### config.mk
export PLATFORM = sky130hd
export DESIGN_NAME = lmsc_front
export DESIGN_NICKNAME = d
export VERILOG_FILES = /design/src/rtl/lmsc_pkg.sv /design/src/rtl/lmsc_front.sv
export SDC_FILE = /design/constraint.sdc
export NUM_CORES = 1
export LEC_CHECK = 0
export ABC_AREA = 1
export BUFFER_PORTS_ARGS = -buffer_cell sky130_fd_sc_hd__buf_2
export CORE_ASPECT_RATIO = 1.2
export CORE_MARGIN = 2
export CORE_UTILIZATION = 45
export DETAILED_ROUTE_END_ITERATION = 10
export GPL_TIMING_DRIVEN = 1
export PLACE_DENSITY_LB_ADDON = 0.3
export SLEW_MARGIN = 15
export SYNTH_ARGS = -nofsm -noshare
export SYNTH_HDL_FRONTEND = slang
export SYNTH_SLANG_ARGS = --single-unit
### constraint.sdc
create_clock -name clk -period 2.2 [get_ports clk]
set_input_delay 0.33 -clock clk [delete_from_list [all_inputs] [get_ports clk]]
set_output_delay 0.33 -clock clk [all_outputs]
set_load 0.03 [all_outputs]
### src/rtl/lmsc_pkg.sv
// ----------------------------------------------------------------------------
// lmsc_pkg
// Shared constants and types of the LED matrix scan controller.
// ----------------------------------------------------------------------------
package lmsc_pkg;

	localparam int HALF_ROWS   = 32;
	localparam int PANEL_WIDTH = 64;
	localparam int STORE_DEPTH = HALF_ROWS * PANEL_WIDTH;

	localparam int ROW_W  = $clog2(HALF_ROWS);
	localparam int COL_W  = $clog2(PANEL_WIDTH);
	localparam int ADDR_W = $clog2(STORE_DEPTH);
	localparam int WORD_W = 6;

	localparam int POS_W   = 16;
	localparam int COLOR_W = 16;
	localparam int RSEL_W  = 5;
	localparam int COLO_W  = 6;

	localparam int RED_BIT   = 12;
	localparam int GREEN_BIT = 8;
	localparam int BLUE_BIT  = 1;

	localparam int Q_DEPTH = 2;
	localparam int QPTR_W  = $clog2(Q_DEPTH);
	localparam int QCNT_W  = $clog2(Q_DEPTH + 1);

	typedef enum logic [1:0] {
		OP_WRITE = 2'd0,
		OP_OFF   = 2'd1,
		OP_TICK  = 2'd2
	} op_t;

	typedef struct packed {
		op_t               op;
		logic [ADDR_W-1:0] addr;
		logic              lower;
		logic [2:0]        rgb;
	} entry_t;

	typedef struct packed {
		logic   valid;
		entry_t entry;
	} head_t;

	typedef struct packed {
		logic clearing;
		logic pop;
	} back_status_t;

endpackage

### src/rtl/lmsc_front.sv
// ----------------------------------------------------------------------------
// lmsc_front
// Command intake: position check, row remap, colour pick and a short queue.
// ----------------------------------------------------------------------------
module lmsc_front (
	input  logic                         clk,
	input  logic                         arst_n,
	input  logic                         start,
	input  logic                         command,
	input  logic [lmsc_pkg::POS_W-1:0]   pos_x,
	input  logic [lmsc_pkg::POS_W-1:0]   pos_y,
	input  logic [lmsc_pkg::COLOR_W-1:0] color,
	output logic                         busy,
	input  lmsc_pkg::back_status_t       status,
	output lmsc_pkg::head_t              head
);
	import lmsc_pkg::*;

	localparam logic [POS_W-1:0]  PW_P  = POS_W'(PANEL_WIDTH);
	localparam logic [POS_W-1:0]  HR_P  = POS_W'(HALF_ROWS);
	localparam logic [POS_W-1:0]  ROWS_P = POS_W'(2 * HALF_ROWS);
	localparam logic [ADDR_W-1:0] PW_A  = ADDR_W'(PANEL_WIDTH);

	entry_t            q_mem [Q_DEPTH];
	logic [QPTR_W-1:0] wr_ptr_q;
	logic [QPTR_W-1:0] rd_ptr_q;
	logic [QCNT_W-1:0] count_q;

	logic [POS_W-1:0]  mapped;
	logic [POS_W-1:0]  row_full;
	logic              lower;
	logic [ADDR_W-1:0] addr;
	entry_t            new_entry;
	logic              push;

	always_comb begin
		if (pos_y == '0) begin
			mapped = HR_P - POS_W'(1);
		end else if (pos_y == HR_P) begin
			mapped = ROWS_P - POS_W'(1);
		end else begin
			mapped = pos_y - POS_W'(1);
		end
		lower    = (mapped >= HR_P);
		row_full = lower ? (mapped - HR_P) : mapped;
		addr     = ADDR_W'(row_full[ROW_W-1:0]) * PW_A + ADDR_W'(pos_x[COL_W-1:0]);

		new_entry.addr  = addr;
		new_entry.lower = lower;
		new_entry.rgb   = {color[BLUE_BIT], color[GREEN_BIT], color[RED_BIT]};
		if (command) begin
			new_entry.op = OP_TICK;
		end else if (pos_x >= PW_P || pos_y >= ROWS_P) begin
			new_entry.op = OP_OFF;
		end else begin
			new_entry.op = OP_WRITE;
		end
	end

	assign busy       = status.clearing || (count_q == QCNT_W'(Q_DEPTH));
	assign push       = start && !busy;
	assign head.valid = (count_q != '0);
	assign head.entry = q_mem[rd_ptr_q];

	always_ff @(posedge clk) begin
		if (push) begin
			q_mem[wr_ptr_q] <= new_entry;
		end
	end

	always_ff @(posedge clk or negedge arst_n) begin
		if (!arst_n) begin
			wr_ptr_q <= '0;
			rd_ptr_q <= '0;
			count_q  <= '0;
		end else begin
			if (push) begin
				wr_ptr_q <= (wr_ptr_q == QPTR_W'(Q_DEPTH - 1)) ? '0 : wr_ptr_q + QPTR_W'(1);
			end
			if (status.pop) begin
				rd_ptr_q <= (rd_ptr_q == QPTR_W'(Q_DEPTH - 1)) ? '0 : rd_ptr_q + QPTR_W'(1);
			end
			unique case ({push, status.pop})
				2'b10:   count_q <= count_q + QCNT_W'(1);
				2'b01:   count_q <= count_q - QCNT_W'(1);
				default: count_q <= count_q;
			endcase
		end
	end

endmodule

==> metrics <==
status=finished clean; Final #Nets=303; crit-path max FO=10; FF-to-FF End=count_q[1]; worst hold start=pos_x[2]; Max-Cap Viols=0; ANT cells=0; layout cells sized above 1=0.413; # IOs=73; Tot Pwr=2.29 mW; starting density of the core=0.461; count of different cell masters after synthesis=23; PwrDens=948 nW/um^2; Post-CTS Resized=0; clock latency at the later pin of the worst-skew pair=0.28 ns; Inst Count DP=295; DRC=0; total gr overflow=0; Die X=63.6 um; initial antenna violation count=0; CP required=1.87 ns; worst path arrival time=1.34 ns; Cell Area, Synth=1920 sq um; Mean Syn Cell Area=10.9 sq um; Port-buffer cells=59; hold endpoint=q_mem[0][6]; path depth of the worst reg2reg path=7; sequential share of the synthesized area=0.584; vias per std cell=4.76; Place WS=0.272 ns; WL/cell=11.7 um; EDFF count, synth=34; htree depth=2; remaining antenna violation count after routing=0; count of pins over their slew limit=0; actual slew at the worst max-slew pin=0.336 ns; Worst-path clk slew=0.07 ns; vias in the first global route=1319; Rows=26; hold_buf cts=1; DRT Pass-1 Iters=4; finished layout cell area=2420 sq um; P_leak=1.04 nW; reg2reg setup slack=0.67 ns; synth top area cells=edfxtp_1 (53%), mux2_2 (10%), nand2_1 (6.6%); share of synthesized flip-flops with an asynchronous set or reset=0.105; via count=1443; GPL Wtd Cong=0.846; Post-CTS Setup Inserts=0; WS Path Type=flop to primary output; Worst setup SP type=flop; R2R Path Start=count_q[0]; Post-DP HPWL=2860 um; core area=4160 sq um; Final min period=1.67 ns; Final period util=0.759; crit path launch=rd_ptr_q; Num CTS Buffers=5; setup repair after global routing missed its margin=no; dpl cell area=2320 sq um; Hold Vio Cnt, Final=0; ys flop type=edfxtp_1; Synth warnings=0; first-pass GRT wire length=5520 um; Mapped Nets=232; # setup viols final=0; Layout area overhead=25.9%; total track usage=0.154; area share of the largest cell type after synthesis=0.532; Synth Register Bits=38; # fillers=406; Post-Route WL=3540 um; Hold Crit Class=input pin to flop; maximum clock rate=599 MHz; Cells after Synth=176; clk sinks=38; setup TNS=0 ns; largest net degree at the start of global routing=14; CTS tree=built; DR iter-0 viols=28; Die ar.=4810 sq um; slew margin rel.=0.774; CP Capture Type=primary output; clk_skew=0.00755 ns; worst vdd rail ir drop=288 uV; Root Driver=clkbuf_8; maximum clock insertion buffer count=2; post-synth top area cell=edfxtp_1; Hold Path Stages=1; Finished Layout Cells=303; die height=75.5 um; final worst slack=0.531 ns
-- synthesized netlist by cell type, drive strengths merged (3+ instances only) --
cell and number:
dfrtp 4, edfxtp 34, inv 21, mux2 17
nand2 37, nand3 10, nor2 27, nor3 3
o21ai 5, xor2 4
-- layout by cell type, fill, tap and decap left out, types with 3 or more instances in the layout --
cell type	count
buf_2	59
nand2_1	34
edfxtp_1	34
inv_1	21
nor2_1	19
mux2_2	17
nand3_1	8
clkbuf_8	6
buf_4	6
nor2_2	5
o21ai_0	5
xor2_1	4
dfrtp_1	4
nor2_4	3
nand2_2	3
-- final cells by class --
class / instances / area [sq um] / area share
clock buffers: 7 / 86.3 / 0.0357
inverters: 21 / 78.8 / 0.0326
multi-input cells: 115 / 709 / 0.294
flip-flops and latches: 38 / 1120 / 0.464
well taps: 56 / 70.1 / 0.0290
repair buffers: 66 / 350 / 0.145
-- cell families (layout without fill, tap and decap cells) --
group,count (synthesis),count (layout),share of synthesized area
AOI/OAI and AO/OA,8,8,0.0235
xor gates and xnor gates,6,6,0.0274
adders and majority gates,2,2,0.0130
buffers and inverters,23,94,0.0463
DFF,38,38,0.584
muxes,17,17,0.0997
and+or+nand+nor,82,82,0.206
-- critical path, stage by stage, from the launching register on --
cell     delay [ns]
dfrtp_1        0.34
buf_4          0.19
mux2_2         0.35
buf_2          0.18
-- through the flow --
stage	hold slack [ns]	util
6_report	0.228	0.580
5_1_grt	0.213	0.580
4_1_cts	0.222	0.580
3_5_place_dp	0.139	0.557
3_3_place_gp	0.140	0.557
2_1_floorplan	0.0344	-
-- layer usage --
layer | global-route usage | part of all wire | up-vias | wire length [um]
met4 | 0.0821 | 0.020 | 0 | 72
met2 | 0.291 | 0.53 | 53 | 1860
met1 | 0.162 | 0.39 | 648 | 1390
li1 | - | - | 737 | -
met3 | 0.0340 | 0.062 | 5 | 219
met5 | 0 | 0 | - | 0
-- flip-flops by register name (all words and copies together), names as in the netlist --
| name | flops |
|---|---|
| wr_ptr_q | 1 |
| rd_ptr_q | 1 |
| count_q | 2 |
| q_mem | 34 |
-- how the worst max path moves through the flow --
stage,endpoint,slack (ns),cells after the start
2_1_floorplan,q_mem[0][0],0.42,4
3_3_place_gp,q_mem[0][3],0.28,14
3_5_place_dp,q_mem[0][3],0.27,14
4_1_cts,head[13],0.50,3
5_1_grt,q_mem[0][3],0.37,14
6_report,head[13],0.53,3
-- power by group --
part	internal, mW	switching (mW)
Combinational	0.335	0.546
Sequential	0.915	0.0395
Clock	0.248	0.208
Total	1.50	0.794
(Power assumes the default switching activity.)
